===== src/sv/dleu_pkg.sv =====
`default_nettype none

package dleu_pkg;

	// Default number of entries in the block buffer (raw block length).
	localparam int BLOCK_DEPTH_DEF = 40;

	// GSM framing: a 38-byte block whose bytes 2 to 34 carry the payload.
	localparam int GSM_BLOCK_LEN = 38;
	localparam int GSM_FIRST     = 2;
	localparam int GSM_PAYLOAD   = 33;
	localparam int GSM_LAST      = GSM_FIRST + GSM_PAYLOAD - 1;

	// Escape codes that follow the escape character.
	localparam logic [7:0] CODE_BUSY = 8'h62;
	localparam logic [7:0] CODE_DIAL = 8'h64;

	// Result kinds.
	localparam logic [1:0] KIND_DATA = 2'd0;
	localparam logic [1:0] KIND_BUSY = 2'd1;
	localparam logic [1:0] KIND_DIAL = 2'd2;

	// Register file decode: register index is byte address bit 2.
	localparam int         PADDR_W      = 3;
	localparam logic       REG_DLE_CODE = 1'b0;
	localparam logic       REG_GSM_MODE = 1'b1;
	localparam logic [7:0] DLE_CODE_RST = 8'h10;
	localparam logic       GSM_MODE_RST = 1'b1;

	// Commands from the controller to the datapath.
	typedef struct packed {
		logic accept;     // input transfer completes this cycle
		logic rd_en;      // read the block buffer at the read pointer
		logic load_data;  // move the read data into the output register
	} dleu_cmd_t;

	// Status from the datapath to the controller.
	typedef struct packed {
		logic emit_start; // the offered byte completes a block
		logic at_last;    // read pointer sits on the final payload byte
		logic out_free;   // output register can take a new result this cycle
	} dleu_sts_t;

endpackage

`default_nettype wire


===== src/sv/dleu_ctrl.sv =====
`default_nettype none

module dleu_ctrl (
	input  wire                clk,
	input  wire                arst_n,
	input  wire                in_valid,
	output logic               in_stall,
	input  dleu_pkg::dleu_sts_t sts,
	output dleu_pkg::dleu_cmd_t cmd
);

	typedef enum logic [2:0] {
		S_IDLE = 3'b001,
		S_READ = 3'b010,
		S_LOAD = 3'b100
	} dleu_state_t;

	dleu_state_t state_q;
	dleu_state_t state_d;

	always_comb begin
		state_d       = state_q;
		cmd           = '0;
		in_stall      = 1'b1;
		unique case (state_q)
			S_IDLE: begin
				in_stall   = !sts.out_free;
				cmd.accept = in_valid && sts.out_free;
				if (cmd.accept && sts.emit_start) begin
					state_d = S_READ;
				end
			end
			S_READ: begin
				cmd.rd_en = 1'b1;
				state_d   = S_LOAD;
			end
			S_LOAD: begin
				if (sts.out_free) begin
					cmd.load_data = 1'b1;
					state_d       = sts.at_last ? S_IDLE : S_READ;
				end
			end
			default: begin
				state_d = S_IDLE;
			end
		endcase
	end

	always_ff @(posedge clk or negedge arst_n) begin
		if (!arst_n) begin
			state_q <= S_IDLE;
		end else begin
			state_q <= state_d;
		end
	end

`ifndef SYNTHESIS
	// A block buffer read is always followed by a load attempt.
	a_read_then_load: assert property (@(posedge clk) disable iff (!arst_n)
		cmd.rd_en |=> state_q == S_LOAD)
		else $error("read not followed by load state");
	// No input transfer while a block is being emitted.
	a_no_accept_busy: assert property (@(posedge clk) disable iff (!arst_n)
		state_q != S_IDLE |-> !cmd.accept)
		else $error("input accepted during emission");
	// A stalled load keeps waiting in place.
	a_load_waits: assert property (@(posedge clk) disable iff (!arst_n)
		state_q == S_LOAD && !sts.out_free |=> state_q == S_LOAD)
		else $error("load state left while output busy");
`endif

endmodule

`default_nettype wire


===== src/sv/dleu_dp.sv =====
`default_nettype none

module dleu_dp #(
	parameter int BLOCK_DEPTH = dleu_pkg::BLOCK_DEPTH_DEF
) (
	input  wire                 clk,
	input  wire                 arst_n,
	input  wire  [7:0]          dle_code,
	input  wire                 gsm_mode,
	input  wire  [7:0]          rx_byte,
	input  dleu_pkg::dleu_cmd_t cmd,
	output dleu_pkg::dleu_sts_t sts,
	output logic                out_valid,
	input  wire                 out_stall,
	output logic [1:0]          kind,
	output logic [7:0]          data_byte,
	output logic                last_of_block
);

	localparam int ADDR_W = $clog2(BLOCK_DEPTH);
	localparam int FILL_W = $clog2(BLOCK_DEPTH + 1);

	logic              esc_q;
	logic [FILL_W-1:0] fill_q;
	logic [ADDR_W-1:0] rd_addr_q;
	logic [ADDR_W-1:0] last_addr_q;
	logic [7:0]        rdata_q;
	logic [7:0]        mem [BLOCK_DEPTH];

	logic              out_valid_q;
	logic [1:0]        kind_q;
	logic [7:0]        data_q;
	logic              last_q;

	logic              is_dle;
	logic              do_store;
	logic              do_event;
	logic [1:0]        event_kind;
	logic              has_room;
	logic [FILL_W-1:0] fill_next;
	logic [FILL_W-1:0] block_len;
	logic              wr_en;

	// Escape handling for the offered byte.
	always_comb begin
		is_dle     = (rx_byte == dle_code);
		do_store   = 1'b0;
		do_event   = 1'b0;
		event_kind = dleu_pkg::KIND_BUSY;
		if (esc_q) begin
			if (is_dle) begin
				do_store = 1'b1;
			end else if (rx_byte == dleu_pkg::CODE_BUSY) begin
				do_event = 1'b1;
			end else if (rx_byte == dleu_pkg::CODE_DIAL) begin
				do_event   = 1'b1;
				event_kind = dleu_pkg::KIND_DIAL;
			end
		end else begin
			do_store = !is_dle;
		end
	end

	assign has_room  = (fill_q < FILL_W'(BLOCK_DEPTH));
	assign fill_next = has_room ? fill_q + FILL_W'(1) : fill_q;
	assign block_len = gsm_mode ? FILL_W'(dleu_pkg::GSM_BLOCK_LEN) : FILL_W'(BLOCK_DEPTH);
	assign wr_en     = cmd.accept && do_store && has_room;

	assign sts.emit_start = do_store && (fill_next >= block_len);
	assign sts.at_last    = (rd_addr_q == last_addr_q);
	assign sts.out_free   = !out_valid_q || !out_stall;

	always_ff @(posedge clk or negedge arst_n) begin
		if (!arst_n) begin
			esc_q  <= 1'b0;
			fill_q <= '0;
		end else if (cmd.accept) begin
			esc_q <= !esc_q && is_dle;
			if (do_store) begin
				fill_q <= sts.emit_start ? '0 : fill_next;
			end
		end
	end

	// Read pointer and end of the block being emitted.
	always_ff @(posedge clk) begin
		if (cmd.accept && sts.emit_start) begin
			rd_addr_q   <= gsm_mode ? ADDR_W'(dleu_pkg::GSM_FIRST) : '0;
			last_addr_q <= gsm_mode ? ADDR_W'(dleu_pkg::GSM_LAST) : ADDR_W'(BLOCK_DEPTH - 1);
		end else if (cmd.load_data) begin
			rd_addr_q <= rd_addr_q + ADDR_W'(1);
		end
	end

	always_ff @(posedge clk) begin
		if (wr_en) begin
			mem[fill_q[ADDR_W-1:0]] <= rx_byte;
		end
	end

	always_ff @(posedge clk) begin
		if (cmd.rd_en) begin
			rdata_q <= mem[rd_addr_q];
		end
	end

	// Output register.
	always_ff @(posedge clk or negedge arst_n) begin
		if (!arst_n) begin
			out_valid_q <= 1'b0;
		end else if ((cmd.accept && do_event) || cmd.load_data) begin
			out_valid_q <= 1'b1;
		end else if (!out_stall) begin
			out_valid_q <= 1'b0;
		end
	end

	always_ff @(posedge clk) begin
		if (cmd.load_data) begin
			kind_q <= dleu_pkg::KIND_DATA;
			data_q <= rdata_q;
			last_q <= sts.at_last;
		end else if (cmd.accept && do_event) begin
			kind_q <= event_kind;
			data_q <= '0;
			last_q <= 1'b0;
		end
	end

	assign out_valid     = out_valid_q;
	assign kind          = kind_q;
	assign data_byte     = data_q;
	assign last_of_block = last_q;

`ifndef SYNTHESIS
	a_fill_bound: assert property (@(posedge clk) disable iff (!arst_n)
		fill_q <= FILL_W'(BLOCK_DEPTH))
		else $error("fill count beyond buffer depth");
	a_fill_cleared: assert property (@(posedge clk) disable iff (!arst_n)
		cmd.accept && sts.emit_start |=> fill_q == '0)
		else $error("fill count not cleared at block end");
	a_last_is_data: assert property (@(posedge clk) disable iff (!arst_n)
		out_valid_q && last_q |-> kind_q == dleu_pkg::KIND_DATA)
		else $error("last flag on an event result");
	a_event_zero: assert property (@(posedge clk) disable iff (!arst_n)
		out_valid_q && kind_q != dleu_pkg::KIND_DATA |-> data_q == 8'd0)
		else $error("event result carries data");
`endif

endmodule

`default_nettype wire


===== src/sv/voice_dle_unstuff_block_deframer_top.sv =====
`default_nettype none

// DLE-shielded voice stream deframer. Received modem bytes arrive one per input
// transfer on rx_byte. The escape character (register dle_code, reset 0x10) is
// removed: a doubled escape gives one data byte, an escape followed by 'b' gives
// a busy result (kind 1), an escape followed by 'd' gives a dial tone result
// (kind 2), and any other escape code is dropped silently. Data bytes collect in
// an internal block buffer. When gsm_mode is 1 (reset), every 38 data bytes
// produce 33 output transfers carrying bytes 2 to 34 of the block; when gsm_mode
// is 0, every BLOCK_DEPTH data bytes are all sent out. The last payload byte of
// a block has last_of_block set. Events never interrupt the block; a partial
// block is held until it completes and is never flushed. Timing: outside of
// block emission a byte is taken every cycle as long as the output register is
// free or draining. Once a byte completes a block, the input stalls while the
// block is read out of the buffer RAM, each byte in a read step followed by an
// output load step; a load waits while the output is stalled.
// Registers sit on the APB port at byte address 0 (dle_code) and 4 (gsm_mode);
// they may only be written while no block is being emitted.

module voice_dle_unstuff_block_deframer_top #(
	parameter int BLOCK_DEPTH = dleu_pkg::BLOCK_DEPTH_DEF
) (
	input  wire                            clk,
	input  wire                            arst_n,
	input  wire                            psel,
	input  wire                            penable,
	input  wire                            pwrite,
	input  wire  [dleu_pkg::PADDR_W-1:0]   paddr,
	input  wire  [31:0]                    pwdata,
	output logic [31:0]                    prdata,
	output logic                           pready,
	input  wire                            in_valid,
	output logic                           in_stall,
	input  wire  [7:0]                     rx_byte,
	output logic                           out_valid,
	input  wire                            out_stall,
	output logic [1:0]                     kind,
	output logic [7:0]                     data_byte,
	output logic                           last_of_block
);

	logic [7:0]          dle_code_q;
	logic                gsm_mode_q;
	logic                cfg_wr;
	dleu_pkg::dleu_cmd_t cmd;
	dleu_pkg::dleu_sts_t sts;

	// The port never inserts wait states.
	assign pready = 1'b1;
	assign cfg_wr = psel && penable && pwrite && pready;

	// Register index is taken from address bit 2; low address bits are ignored.
	always_ff @(posedge clk or negedge arst_n) begin
		if (!arst_n) begin
			dle_code_q <= dleu_pkg::DLE_CODE_RST;
			gsm_mode_q <= dleu_pkg::GSM_MODE_RST;
		end else if (cfg_wr) begin
			unique case (paddr[2])
				dleu_pkg::REG_DLE_CODE: dle_code_q <= pwdata[7:0];
				dleu_pkg::REG_GSM_MODE: gsm_mode_q <= pwdata[0];
				default: ;
			endcase
		end
	end

	always_comb begin
		unique case (paddr[2])
			dleu_pkg::REG_DLE_CODE: prdata = {24'd0, dle_code_q};
			dleu_pkg::REG_GSM_MODE: prdata = {31'd0, gsm_mode_q};
			default:                prdata = '0;
		endcase
	end

	// The controller sequences input transfers and block read-out.
	dleu_ctrl u_ctrl (
		.clk      (clk),
		.arst_n   (arst_n),
		.in_valid (in_valid),
		.in_stall (in_stall),
		.sts      (sts),
		.cmd      (cmd)
	);

	// The datapath holds the escape state, block buffer and output register.
	dleu_dp #(
		.BLOCK_DEPTH (BLOCK_DEPTH)
	) u_dp (
		.clk           (clk),
		.arst_n        (arst_n),
		.dle_code      (dle_code_q),
		.gsm_mode      (gsm_mode_q),
		.rx_byte       (rx_byte),
		.cmd           (cmd),
		.sts           (sts),
		.out_valid     (out_valid),
		.out_stall     (out_stall),
		.kind          (kind),
		.data_byte     (data_byte),
		.last_of_block (last_of_block)
	);

`ifndef SYNTHESIS
	a_stall_in_emit: assert property (@(posedge clk) disable iff (!arst_n)
		cmd.rd_en |-> in_stall)
		else $error("input not stalled during block read-out");
	a_cfg_hold: assert property (@(posedge clk) disable iff (!arst_n)
		!cfg_wr |=> $stable(dle_code_q) && $stable(gsm_mode_q))
		else $error("register changed without a write");
	a_single_source: assert property (@(posedge clk) disable iff (!arst_n)
		!(cmd.accept && cmd.load_data))
		else $error("two output sources in one cycle");
`endif

endmodule

`default_nettype wire

===== config.mk =====
export PLATFORM = sky130hd
export DESIGN_NAME = voice_dle_unstuff_block_deframer_top
export DESIGN_NICKNAME = d
export VERILOG_FILES = /design/src/sv/dleu_pkg.sv /design/src/sv/dleu_ctrl.sv /design/src/sv/dleu_dp.sv /design/src/sv/voice_dle_unstuff_block_deframer_top.sv
export SDC_FILE = /design/constraint.sdc
export NUM_CORES = 1
export LEC_CHECK = 0
export ABC_AREA = 1
export ABC_CLOCK_PERIOD_IN_PS = 3390
export BUFFER_PORTS_ARGS = -buffer_cell sky130_fd_sc_hd__buf_2
export CORE_MARGIN = 8
export CORE_UTILIZATION = 47
export CTS_BUF_LIST = sky130_fd_sc_hd__clkbuf_8
export DETAILED_ROUTE_END_ITERATION = 10
export PLACE_DENSITY_LB_ADDON = 0.1
export SKIP_CTS_REPAIR_TIMING = 1
export SYNTH_ARGS = -nofsm -noshare
export SYNTH_HDL_FRONTEND = slang
export SYNTH_HIERARCHICAL = 1
export SYNTH_SLANG_ARGS = --single-unit

===== constraint.sdc =====
create_clock -name clk -period 3.39 [get_ports clk]
set_clock_uncertainty 0.1 [all_clocks]
set_input_delay 0.339 -clock clk [delete_from_list [all_inputs] [get_ports clk]]
set_output_delay 0.339 -clock clk [all_outputs]
set_load 0.1 [all_outputs]

# == Yosys cells after proc, flatten, opt, wreduce, memory -nomap -nowiden ==
# Memories as Yosys holds them, arrays and structs flattened. A register that Yosys moved wholly into a read port is not among the register bits.
# Cells that the tools add are included.
# totals
ramBits,320
n_memories,1
register_bits,43
word_cells,85
out_inout_bits,46
input_bits,50
# classes
mux,35
n_reduce_logical,23
magnitude_cmp,2
n_eq_ne,10
n_bitwise,1
addsub,2
# memory_table
name,words,width,read_ports,rd_ports_with_merged_regs,wr,line,text
u_dp.mem,40,8,1,1,1,dleu_dp.sv:28,logic [7:0] mem [BLOCK_DEPTH];
# ops
op,n
$pmux 32 s2,1
$mux 6,4
$mux 1,17
$eq 8x7->1 const B,2
$mux 8,2
$add 6x1->6 const B,2
$mux 2,6
$logic_and 1x1->1,10
$mux 3,3
$pmux 3 s3,1
$eq 8x8->1,1
$reduce_and 2->1,4
$eq 6x6->1,1
$ge 6x6->1,1
$lt 6x6->1 const B,1
$ne 2x1->1 const B,3
$logic_not 1->1,5
$mux 4,1
$reduce_bool 2->1,2
$eq 3x1->1 const B,1
$eq 3x2->1 const B,1
$eq 3x3->1 const B,1
$logic_or 1x1->1,2
$not 1->1,1

# == Longest topological paths before layout ==
# Gate-level depths: netlist of run 1.
# logic_depth
depth_word,8
mapped_depth,18
depth_no_buf,18

# == Cells and area by module ==
# Netlist of run 1, hierarchy kept.
# by_module_without_submodules
module,area_per_inst_um2,cells_each,n_inst,seq_area_each_um2
dleu_dp,14848.0,1273,1,10570.1
voice_dle_unstuff_block_deframer_top,645.6,87,1,227.7
dleu_ctrl,203.9,31,1,76.3

# == Worst setup path before layout of run 1 ==
# Ideal clock, no wire load.
# synth_timing
kind,register -> register
start,"register u_dp.out_valid_q, in the netlist u_dp/out_valid"
end,memory u_dp.mem[13][0] (enable)
path_stages_with_launch,9
path_slack_ns,0.337
arrival_ns,2.570
period_less_slack_ns,3.053
setup_time_ns,0.383
path_buffers,1
t_required_ns,2.907
path_cell_list,dfrtp_1 > nand2_1 > nand2_1 > nor2_1 > nand2_1 > inv_1 > buf_2 > nand2_1 > nor3_1
# synth_lines
element,line,text
"start, declared",dleu_dp.sv:30,logic out_valid_q;
"start signal, assigned",dleu_dp.sv:110,out_valid_q <= 1'b0;
"start signal, assigned",dleu_dp.sv:112,out_valid_q <= 1'b1;
"start signal, assigned",dleu_dp.sv:114,out_valid_q <= 1'b0;
"end, declared",dleu_dp.sv:28,

# == Final worst setup path of run 1 ==
# layout_timing
start,register u_dp.fill_q[1]
end,register u_dp.rd_addr_q[3] (enable)
# layout_via
elab_chain_cells,6
elab_cells_between_ends,7
cone_classes,1 x add/sub; 2 x order compare; 1 x mux; 3 x reduce/logical
# layout_rtl
element,line,text
"start, declared",dleu_dp.sv:24,logic [FILL_W-1:0] fill_q;
"start signal, assigned",dleu_dp.sv:80,fill_q <= sts.emit_start ? '0 : fill_next;
$add 6x1->6 or $lt 6x6->1 (tied branches),"dleu_dp.sv:65, dleu_dp.sv:64",
$mux 6 (*),dleu_dp.sv:65,assign fill_next = has_room ? fill_q + FILL_W'(1) : fill_q;
$ge 6x6->1 (*),dleu_dp.sv:69,assign sts.emit_start = do_store && (fill_next >= block_len);
$logic_and 1x1->1 (*),dleu_dp.sv:69,
$logic_and 1x1->1 (*),dleu_dp.sv:87,if (cmd.accept && sts.emit_start) begin
$reduce_bool 2->1 (no line) (*),--,
"end signal, assigned",dleu_dp.sv:88,rd_addr_q <= gsm_mode ? ADDR_W'(dleu_pkg::GSM_FIRST) : '0;
"end signal, assigned",dleu_dp.sv:91,rd_addr_q <= rd_addr_q + ADDR_W'(1);
"end, declared",dleu_dp.sv:25,logic [ADDR_W-1:0] rd_addr_q;
# Mark *: on every way between the ends. The rest lies on a longest branch, timed or not.
# A chain may end at the register's enable or synchronous reset.

==> impl_results.md, run 1 <==
* Result of the run: finished clean
* Minimum hold slack at 28.1 ps
* Area inside the core boundary at 33200 µm²
* Area fraction of the dominant cell type after synthesis at 65.8%
* Most used cells in the layout excluding fill and tap cells: sky130_fd_sc_hd__nand2_1 (399), sky130_fd_sc_hd__edfxtp_1 (344), sky130_fd_sc_hd__nand3_1 (244), sky130_fd_sc_hd__nor2_1 (93), sky130_fd_sc_hd__inv_1 (68)
* Count of final hold-check violations at 0
* Vertical die dimension at 199 µm
* Number of slew-limit violations in the final report at 0
* Instance count of the mapped netlist at 1391
* Max-cap check violation count at 0
* Power density over the cells at 591 nW/µm²
* Source-to-sink clock delay at the later pin of the worst-skew pair at 580 ps
* Max Fanout on Critical Path at 9
* Stage delay of the slowest cell on the critical path at 520 ps
* Ordered list of cells on the worst path: nand3_2 -> nor2_1 -> xor2_1 -> inv_1 -> ha_1 -> a21o_1 -> o21ai_4 -> nand2_4 -> nand2_4 -> nand2_1
* Wire length reported by the detailed router at 37000 µm
* Buf+Inv Stages, Crit Path at 1
* Post-route minimum period at roughly 2900 ps
* Reg clk slew, reported paths at 60 ps
* Average via count per standard cell at roughly 5.2
* Top cells by area in the synthesized netlist: sky130_fd_sc_hd__edfxtp_1 (66%), sky130_fd_sc_hd__nand2_1 (9.5%), sky130_fd_sc_hd__nand3_1 (7.8%), sky130_fd_sc_hd__dfrtp_1 (2.7%), sky130_fd_sc_hd__nor2_1 (2.2%)
* Maximum level of the CTS H-tree at 2
* Synth Cell Area at around 16000 µm²
* Routed Antenna Nets at 0
* Startpoint kind of the worst setup timing path: flop
* Gr usage total at 18.8%
* Flip-flop and latch count after synthesis at 366
* Final Cycle Share at 85.8%
* Final weighted congestion in routability-driven placement at 0.853
* Cts bufs inserted at 57
* Actual slew at the worst max-slew pin at 1020 ps
* Area occupied by registers at 10900 µm²
* Start-to-end type of the worst setup path: flop to flop
* Area growth from synthesis to layout at 12.1%
* Buffers on Ports at 44
* Post-route cell area at 17600 µm²
* Commonest register cell after synthesis: sky130_fd_sc_hd__edfxtp_1
* Via count of the first global-routing pass at between 10k and 15k
* Starting density of the core at around 47%
* CP most frequent cell: sky130_fd_sc_hd__nand2_4
* Number of distinct library cells after synthesis at 45
* Clock Sink Count at around 370
* Via Count at between 10k and 15k
* Crit path required time at 3570 ps
* Die width at just under 200 µm
* Worst Setup Slack post-DPL at 526 ps
* Commonest non-fill, non-tap cell in the layout: sky130_fd_sc_hd__nand2_1
* Category of cells accounting for the largest share of critical-path delay: simple AND/OR/NAND/NOR gates
* Area leader, netlist: sky130_fd_sc_hd__edfxtp_1
* Fraction of layout cells with a size suffix above 1 at 12.9%
* Sum of negative setup slack at 0 ps
* First-iteration detailed-routing DRC count at 790
* Post-route DRC violation count at 0
* Fraction of synthesis flops using an asynchronous set or reset pin at roughly 5.5%
* Layout fillers at ~3.0k
* WP data arrival at between 3000 and 4000 ps
* Path category of the worst min-delay check: input pin to flop
* Number of detailed-routing iterations run before antenna repair at 6
* I/O pin count at 96
* Global-route wire length before repair at 57200 µm
* Overflow after GRT at 0
* Cell area after placement at roughly 16000 µm²
* Final Worst Setup Slack at 483 ps
* Critical Path Sink Type: flop
* Final Power at 10.4 mW
* Placed wire-length estimate at about 22000 µm
* Slew headroom at 32.0%
* IR Drop Worst-Case VDD at approximately 400 µV
* Number of antenna violations at the first check in global routing at 0
* Routed length per instance at around 19 µm
* Fmax at ~0.34 GHz
* Unrepaired setup endpoints after global routing: no
* EDFF count, synth at 344
* Post-layout nets at 1540
* Clock root cell: sky130_fd_sc_hd__clkbuf_8
* Per-instance average area after synthesis at between 10 and 15 µm²
* Number of warnings reported in the yosys synthesis log at 6
* Slowest-stage cell, CP: sky130_fd_sc_hd__dfrtp_1
* CTS tree: built
* Placement Rows at 67
* Leakage power summed over all cells at 6.77 nW
* Antenna diodes at 0
* Area of the multi-input gates at 4130 µm²
* Portion of the post-synthesis area used by sequential elements at 69.3%
* Final setup violation count at 0
* Maximum number of pins on one net before global-route repair at between 150 and 200
* Longest Clk Path Bufs at 3
* Die footprint at between 30000 and 40000 µm²
-- area by class of cell --
type                       count  share of cell area, %
inverter                      60                   1.34
sequential                   366                   61.8
clock inverter                38                  0.996
multi-input combinational    893                   23.5
timing repair buffer         106                   4.42
tap                          448                   3.19
clock buffer                  61                   4.77
-- worst min-delay path, delay by kind of cell --
family	cells	cell delay, ps
buffers and inverters	2	180
and+or+nand+nor	3	180
-- final timing paths --
path / depth (start not counted) / start / slack (ps) / endpoint
max: 10 / u_dp/fill_q[1] / 480 / u_dp/rd_addr_q[3]
min: 5 / pwrite / 30 / dle_code_q[4]
max reg2reg: 10 / u_dp/fill_q[1] / 480 / u_dp/rd_addr_q[3]
min reg2reg: 2 / dle_code_q[4] / 380 / dle_code_q[4]
max in group asynchronous: 2 / arst_n / 2660 / gsm_mode_q
min in group asynchronous: 2 / arst_n / 160 / u_dp/out_valid
-- per-layer routing --
metal	GRT usage [%]	up-vias	wire (µm)
li1	-	4973	-
met1	25.9	4916	16900
met2	30.6	238	17400
met3	2.71	58	1750
met4	6.26	0	973
met5	0	-	0
-- cell usage after synthesis, types with 8 or more instances --
master,number
sky130_fd_sc_hd__inv_1,49
sky130_fd_sc_hd__buf_4,36
sky130_fd_sc_hd__o221ai_1,8
sky130_fd_sc_hd__dfrtp_1,17
sky130_fd_sc_hd__clkbuf_1,17
sky130_fd_sc_hd__edfxtp_1,344
sky130_fd_sc_hd__buf_2,33
sky130_fd_sc_hd__nand3_1,244
sky130_fd_sc_hd__o211ai_1,8
sky130_fd_sc_hd__o21ai_0,40
sky130_fd_sc_hd__nand2_1,399
sky130_fd_sc_hd__nand4_1,12
sky130_fd_sc_hd__nor2_1,93
sky130_fd_sc_hd__o22ai_1,8
-- per-stage QoR --
| step | std cells | utilization, % |
|---|---|---|
| finish | 1972 | 53.0 |
| floorplan | 1414 | - |
| global placement | 1861 | 49.6 |
| detailed placement | 1861 | 49.6 |
| CTS | 1960 | 52.6 |
| global route | 1972 | 53.0 |
-- report_power, final --
part / leakage (nW) / total, mW / internal, mW / switching [mW]
Combinational: 2.80 / 1.78 / 0.440 / 1.34
Sequential: 3.38 / 5.27 / 5.14 / 0.126
Clock: 0.585 / 3.34 / 1.71 / 1.63
-- cells by family (layout without fill, tap and decap cells) --
group | count (synthesis) | in the layout | synth area share (%)
other | 2 | 25 | 0.0478
and+or+nand+nor | 778 | 778 | 21.6
xor gates and xnor gates | 12 | 12 | 0.670
buffers and inverters | 155 | 265 | 4.99
adders and majority gates | 6 | 6 | 0.478
AOI/OAI and AO/OA | 72 | 72 | 2.89
DFF | 366 | 366 | 69.3
-- flip-flops by register name, indices dropped and copies added, names as in the netlist, 2 cells and up --
register / count
u_dp/kind: 2
u_dp/rdata_q: 8
u_ctrl/state_q: 3
dle_code_q: 8
u_dp/fill_q: 6
u_dp/mem: 320
u_dp/rd_addr_q: 6
u_dp/data_byte: 8
No activity file was read; power rests on OpenSTA's default activity.
==> run 2, diff against run 1 <==
--- a/config.mk
+++ b/config.mk
@@ -8,6 +8,8 @@
 export ABC_AREA = 1
 export ABC_CLOCK_PERIOD_IN_PS = 3390
 export BUFFER_PORTS_ARGS = -buffer_cell sky130_fd_sc_hd__buf_2
+export CELL_PAD_IN_SITES_DETAIL_PLACEMENT = 0
+export CELL_PAD_IN_SITES_GLOBAL_PLACEMENT = 1
 export CORE_MARGIN = 8
 export CORE_UTILIZATION = 47
 export CTS_BUF_LIST = sky130_fd_sc_hd__clkbuf_8
@@ -16,5 +18,4 @@
 export SKIP_CTS_REPAIR_TIMING = 1
 export SYNTH_ARGS = -nofsm -noshare
 export SYNTH_HDL_FRONTEND = slang
-export SYNTH_HIERARCHICAL = 1
 export SYNTH_SLANG_ARGS = --single-unit
==> run 2 against run 1 <==
Sequential power increased by 0.9%. Sequential cell count is the same. Synthesized cell count shrank 2.9%. Count of clock-buffer cells in the layout unchanged. Die area shrank 0.61%. Sequential share of layout area increased by 0.19 points. Global-route usage increased by 0.53 points. Via count shrank 1.1%. Fmax rose by 1.7%. Largest cell class unchanged.
==> impl_results.md, run 2 <==
* Result of the run: finished clean (unchanged)
* Flip-flop count of the largest register, all copies and words added at 320 (unchanged)
* Stage delay of the slowest cell on the critical path at 340 ps (was 520 ps)
* Gr usage total at 19.4% (was 18.8%)
* WP data arrival at 3050 ps (was 3080 ps)
* Area fraction of the dominant cell type after synthesis at 66.2% (was 65.8%)
* Most used cells in the layout excluding fill and tap cells: sky130_fd_sc_hd__edfxtp_1 (344), sky130_fd_sc_hd__nor2_1 (307), sky130_fd_sc_hd__o21ai_0 (131), sky130_fd_sc_hd__nand2_1 (127), sky130_fd_sc_hd__inv_1 (103) (was sky130_fd_sc_hd__nand2_1 (399), sky130_fd_sc_hd__edfxtp_1 (344), sky130_fd_sc_hd__nand3_1 (244), sky130_fd_sc_hd__nor2_1 (93), sky130_fd_sc_hd__inv_1 (68))
* Routed length per instance at 19.5 µm (was 18.8 µm)
* Via Count at 10.1k (was 10.2k)
* EDFF count, synth at 344 (unchanged)
* Max Fanout on Critical Path at 13 (was 9)
* First-iteration detailed-routing DRC count at 646 (was 790)
* Per-instance average area after synthesis at 11.5 µm² (was 11.3 µm²)
* Routed Antenna Nets at 0 (unchanged)
* Commonest non-fill, non-tap cell in the layout: sky130_fd_sc_hd__edfxtp_1 (was sky130_fd_sc_hd__nand2_1)
* Placed wire-length estimate at 23200 µm (was 21500 µm)
* Path category of the worst min-delay check: input pin to flop (unchanged)
* Post-route DRC violation count at 0 (unchanged)
* Critical Path Sink Type: flop (unchanged)
* Instance count of the mapped netlist at 1351 (was 1391)
* Power density over the cells at 613 nW/µm² (was 591 nW/µm²)
* Logic depth of the worst register-to-register path at 14 (was 10)
* Clock Sink Count at 366 (unchanged)
* Overflow after GRT at 0 (unchanged)
* Unrepaired setup endpoints after global routing: no (unchanged)
* Commonest register cell after synthesis: sky130_fd_sc_hd__edfxtp_1 (unchanged)
* CP most frequent cell: sky130_fd_sc_hd__inv_1 (was sky130_fd_sc_hd__nand2_4)
* I/O pin count at 96 (unchanged)
* Crit path depth at 14 (was 10)
* Buffers on Ports at 44 (unchanged)
* Start-to-end type of the worst setup path: flop to flop (unchanged)
* Area growth from synthesis to layout at 12.4% (was 12.1%)
* Fraction of synthesis flops using an asynchronous set or reset pin at 5.46% (unchanged)
* Die footprint at 39300 µm² (was 39500 µm²)
* Area inside the core boundary at 32600 µm² (was 33200 µm²)
* Leakage power summed over all cells at 6.47 nW (was 6.77 nW)
* Global-route wire length before repair at 58400 µm (was 57200 µm)
* Wire length reported by the detailed router at 37900 µm (was 37000 µm)
* Synth Cell Area at 15600 µm² (was 15700 µm²)
* CTS tree: built (unchanged)
* Number of distinct library cells after synthesis at 43 (was 45)
* Longest Clk Path Bufs at 3 (unchanged)
* Crit path required time at 3580 ps (was 3570 ps)
* Buf+Inv Stages, Crit Path at 5 (was 1)
* Post-layout nets at 1512 (was 1540)
* Category of cells accounting for the largest share of critical-path delay: simple AND/OR/NAND/NOR gates (unchanged)
* Maximum level of the CTS H-tree at 2 (unchanged)
* Slowest-stage cell, CP: sky130_fd_sc_hd__dfrtp_1 (unchanged)
* Average via count per standard cell at 5.18 (was 5.16)
* Fmax at 0.350 GHz (was 0.344 GHz)
* Startpoint kind of the worst setup timing path: flop (unchanged)
* Clock root cell: sky130_fd_sc_hd__clkbuf_8 (unchanged)
* Vertical die dimension at 198 µm (was 199 µm)
* Post-route minimum period at 2860 ps (was 2910 ps)
* Number of warnings reported in the yosys synthesis log at 0 (was 6)
* Top-count cell post-synth: sky130_fd_sc_hd__edfxtp_1 (was sky130_fd_sc_hd__nand2_1)
* Area leader, netlist: sky130_fd_sc_hd__edfxtp_1 (unchanged)
* Die width at 198 µm (was 199 µm)
* Cts bufs inserted at 60 (was 57)
* Antenna diodes at 0 (unchanged)
* Flip-flop and latch count after synthesis at 366 (unchanged)
* Number of antenna violations at the first check in global routing at 0 (unchanged)
* Min-Delay Path Depth at 3 (was 5)
* Max-cap check violation count at 0 (unchanged)
* Final weighted congestion in routability-driven placement at 0.795 (was 0.853)
* Final setup violation count at 0 (unchanged)
* Placement Rows at 66 (was 67)
* Post-synth top cells: sky130_fd_sc_hd__edfxtp_1 (344), sky130_fd_sc_hd__nor2_1 (307), sky130_fd_sc_hd__o21ai_0 (131) (was sky130_fd_sc_hd__nand2_1 (399), sky130_fd_sc_hd__edfxtp_1 (344), sky130_fd_sc_hd__nand3_1 (244))
* Starting density of the core at 47.8% (was 47.3%)
* Portion of the post-synthesis area used by sequential elements at 69.7% (was 69.3%)
* Top cells by area in the synthesized netlist: sky130_fd_sc_hd__edfxtp_1 (66%), sky130_fd_sc_hd__nor2_1 (7.4%), sky130_fd_sc_hd__o21ai_0 (4.2%), sky130_fd_sc_hd__nand2_1 (3.1%), sky130_fd_sc_hd__dfrtp_1 (2.7%) (was sky130_fd_sc_hd__edfxtp_1 (66%), sky130_fd_sc_hd__nand2_1 (9.5%), sky130_fd_sc_hd__nand3_1 (7.8%), sky130_fd_sc_hd__dfrtp_1 (2.7%), sky130_fd_sc_hd__nor2_1 (2.2%))
* Source-to-sink clock delay at the later pin of the worst-skew pair at 600 ps (was 580 ps)
* Actual slew at the worst max-slew pin at 683 ps (was 1020 ps)
* Count of final hold-check violations at 0 (unchanged)
* Sum of negative setup slack at 0 ps (unchanged)
* IR Drop Worst-Case VDD at 594 µV (was 399 µV)
* Ordered list of cells on the worst path: inv_1 -> or2_2 -> nand3_1 -> nor2_1 -> nand2_1 -> inv_1 -> ha_1 -> inv_1 -> nor2_8 -> nand2_4 -> inv_2 -> nand4_2 -> nor2_1 -> buf_4 (was nand3_2 -> nor2_1 -> xor2_1 -> inv_1 -> ha_1 -> a21o_1 -> o21ai_4 -> nand2_4 -> nand2_4 -> nand2_1)
* Final Cycle Share at 84.3% (was 85.8%)
* Number of detailed-routing iterations run before antenna repair at 5 (was 6)
* Slew headroom at 54.5% (was 32.0%)
* Reg clk slew, reported paths at 60 ps (about the same)
* Final Worst Setup Slack at 531 ps (was 483 ps)
* Worst Setup Slack post-DPL at 382 ps (was 526 ps)
* Maximum number of pins on one net before global-route repair at 155 (was 164)
* Fraction of layout cells with a size suffix above 1 at 13.1% (was 12.9%)
* Number of slew-limit violations in the final report at 0 (unchanged)
* Via count of the first global-routing pass at 10.1k (was 10.0k)
[run 2: layer usage]
metal | wire length (µm) | track usage (%) | up-vias
li1 | - | - | 4885
met1 | 16700 | 25.5 | 4884
met2 | 18600 | 32.9 | 242
met3 | 1800 | 2.75 | 63
met4 | 843 | 5.86 | 0
met5 | 0 | 0 | -
[run 2: where the power goes]
| part | switching, mW | total, mW | internal (mW) |
|---|---|---|---|
| clock | 1.67 | 3.32 | 1.66 |
| sequential | 0.138 | 5.32 | 5.19 |
| combinational | 1.59 | 2.11 | 0.514 |
[run 2: path summary, 6_finish.rpt]
kind,slack [ps],end,from
min,20,u_dp.out_valid,out_stall
min in group asynchronous,160,u_ctrl.state_q[2],arst_n
max reg2reg,530,u_dp.mem[14][2],dle_code_q[0]
max in group asynchronous,2670,gsm_mode_q,arst_n
min reg2reg,390,dle_code_q[4],dle_code_q[4]
max,530,u_dp.mem[14][2],dle_code_q[0]
[run 2: logic make-up (layout without fill, tap and decap cells)]
family | count (synthesis) | in the layout | share of synthesized area (%)
buffers and inverters | 175 | 302 | 5.55
adders and majority gates | 6 | 6 | 0.481
xor gates and xnor gates | 12 | 12 | 0.674
other | 2 | 25 | 0.0482
DFF | 366 | 366 | 69.7
AOI/OAI and AO/OA | 254 | 254 | 9.11
and+or+nand+nor | 536 | 536 | 14.4
[run 2: worst min-delay path, stage by stage]
cell                      delay [ps]
sky130_fd_sc_hd__buf_2            90
sky130_fd_sc_hd__nand2_1         120
sky130_fd_sc_hd__nand3_1         110
[run 2: final cells by class]
cell class | instances | area [µm²]
Sequential cell | 366 | 10900
Clock buffer | 61 | 840
Multi-Input combinational cell | 833 | 3940
Timing Repair Buffer | 114 | 833
Tap cell | 442 | 553
Inverter | 81 | 307
Fill cell | 2852 | 15100
Clock inverter | 46 | 188
[run 2: stage by stage]
step	util [%]	power, mW	cells	hold WS (ps)	instance area (µm²)
2_1_floorplan	-	6.94	1374	-56.6	15700
3_5_place_dp	50.3	7.52	1826	235	16400
4_1_cts	53.4	10.8	1933	-397	17400
6_report	53.8	10.8	1943	21.9	17500
3_3_place_gp	50.3	7.50	1826	235	16400
5_1_grt	53.8	11.3	1943	20.2	17500
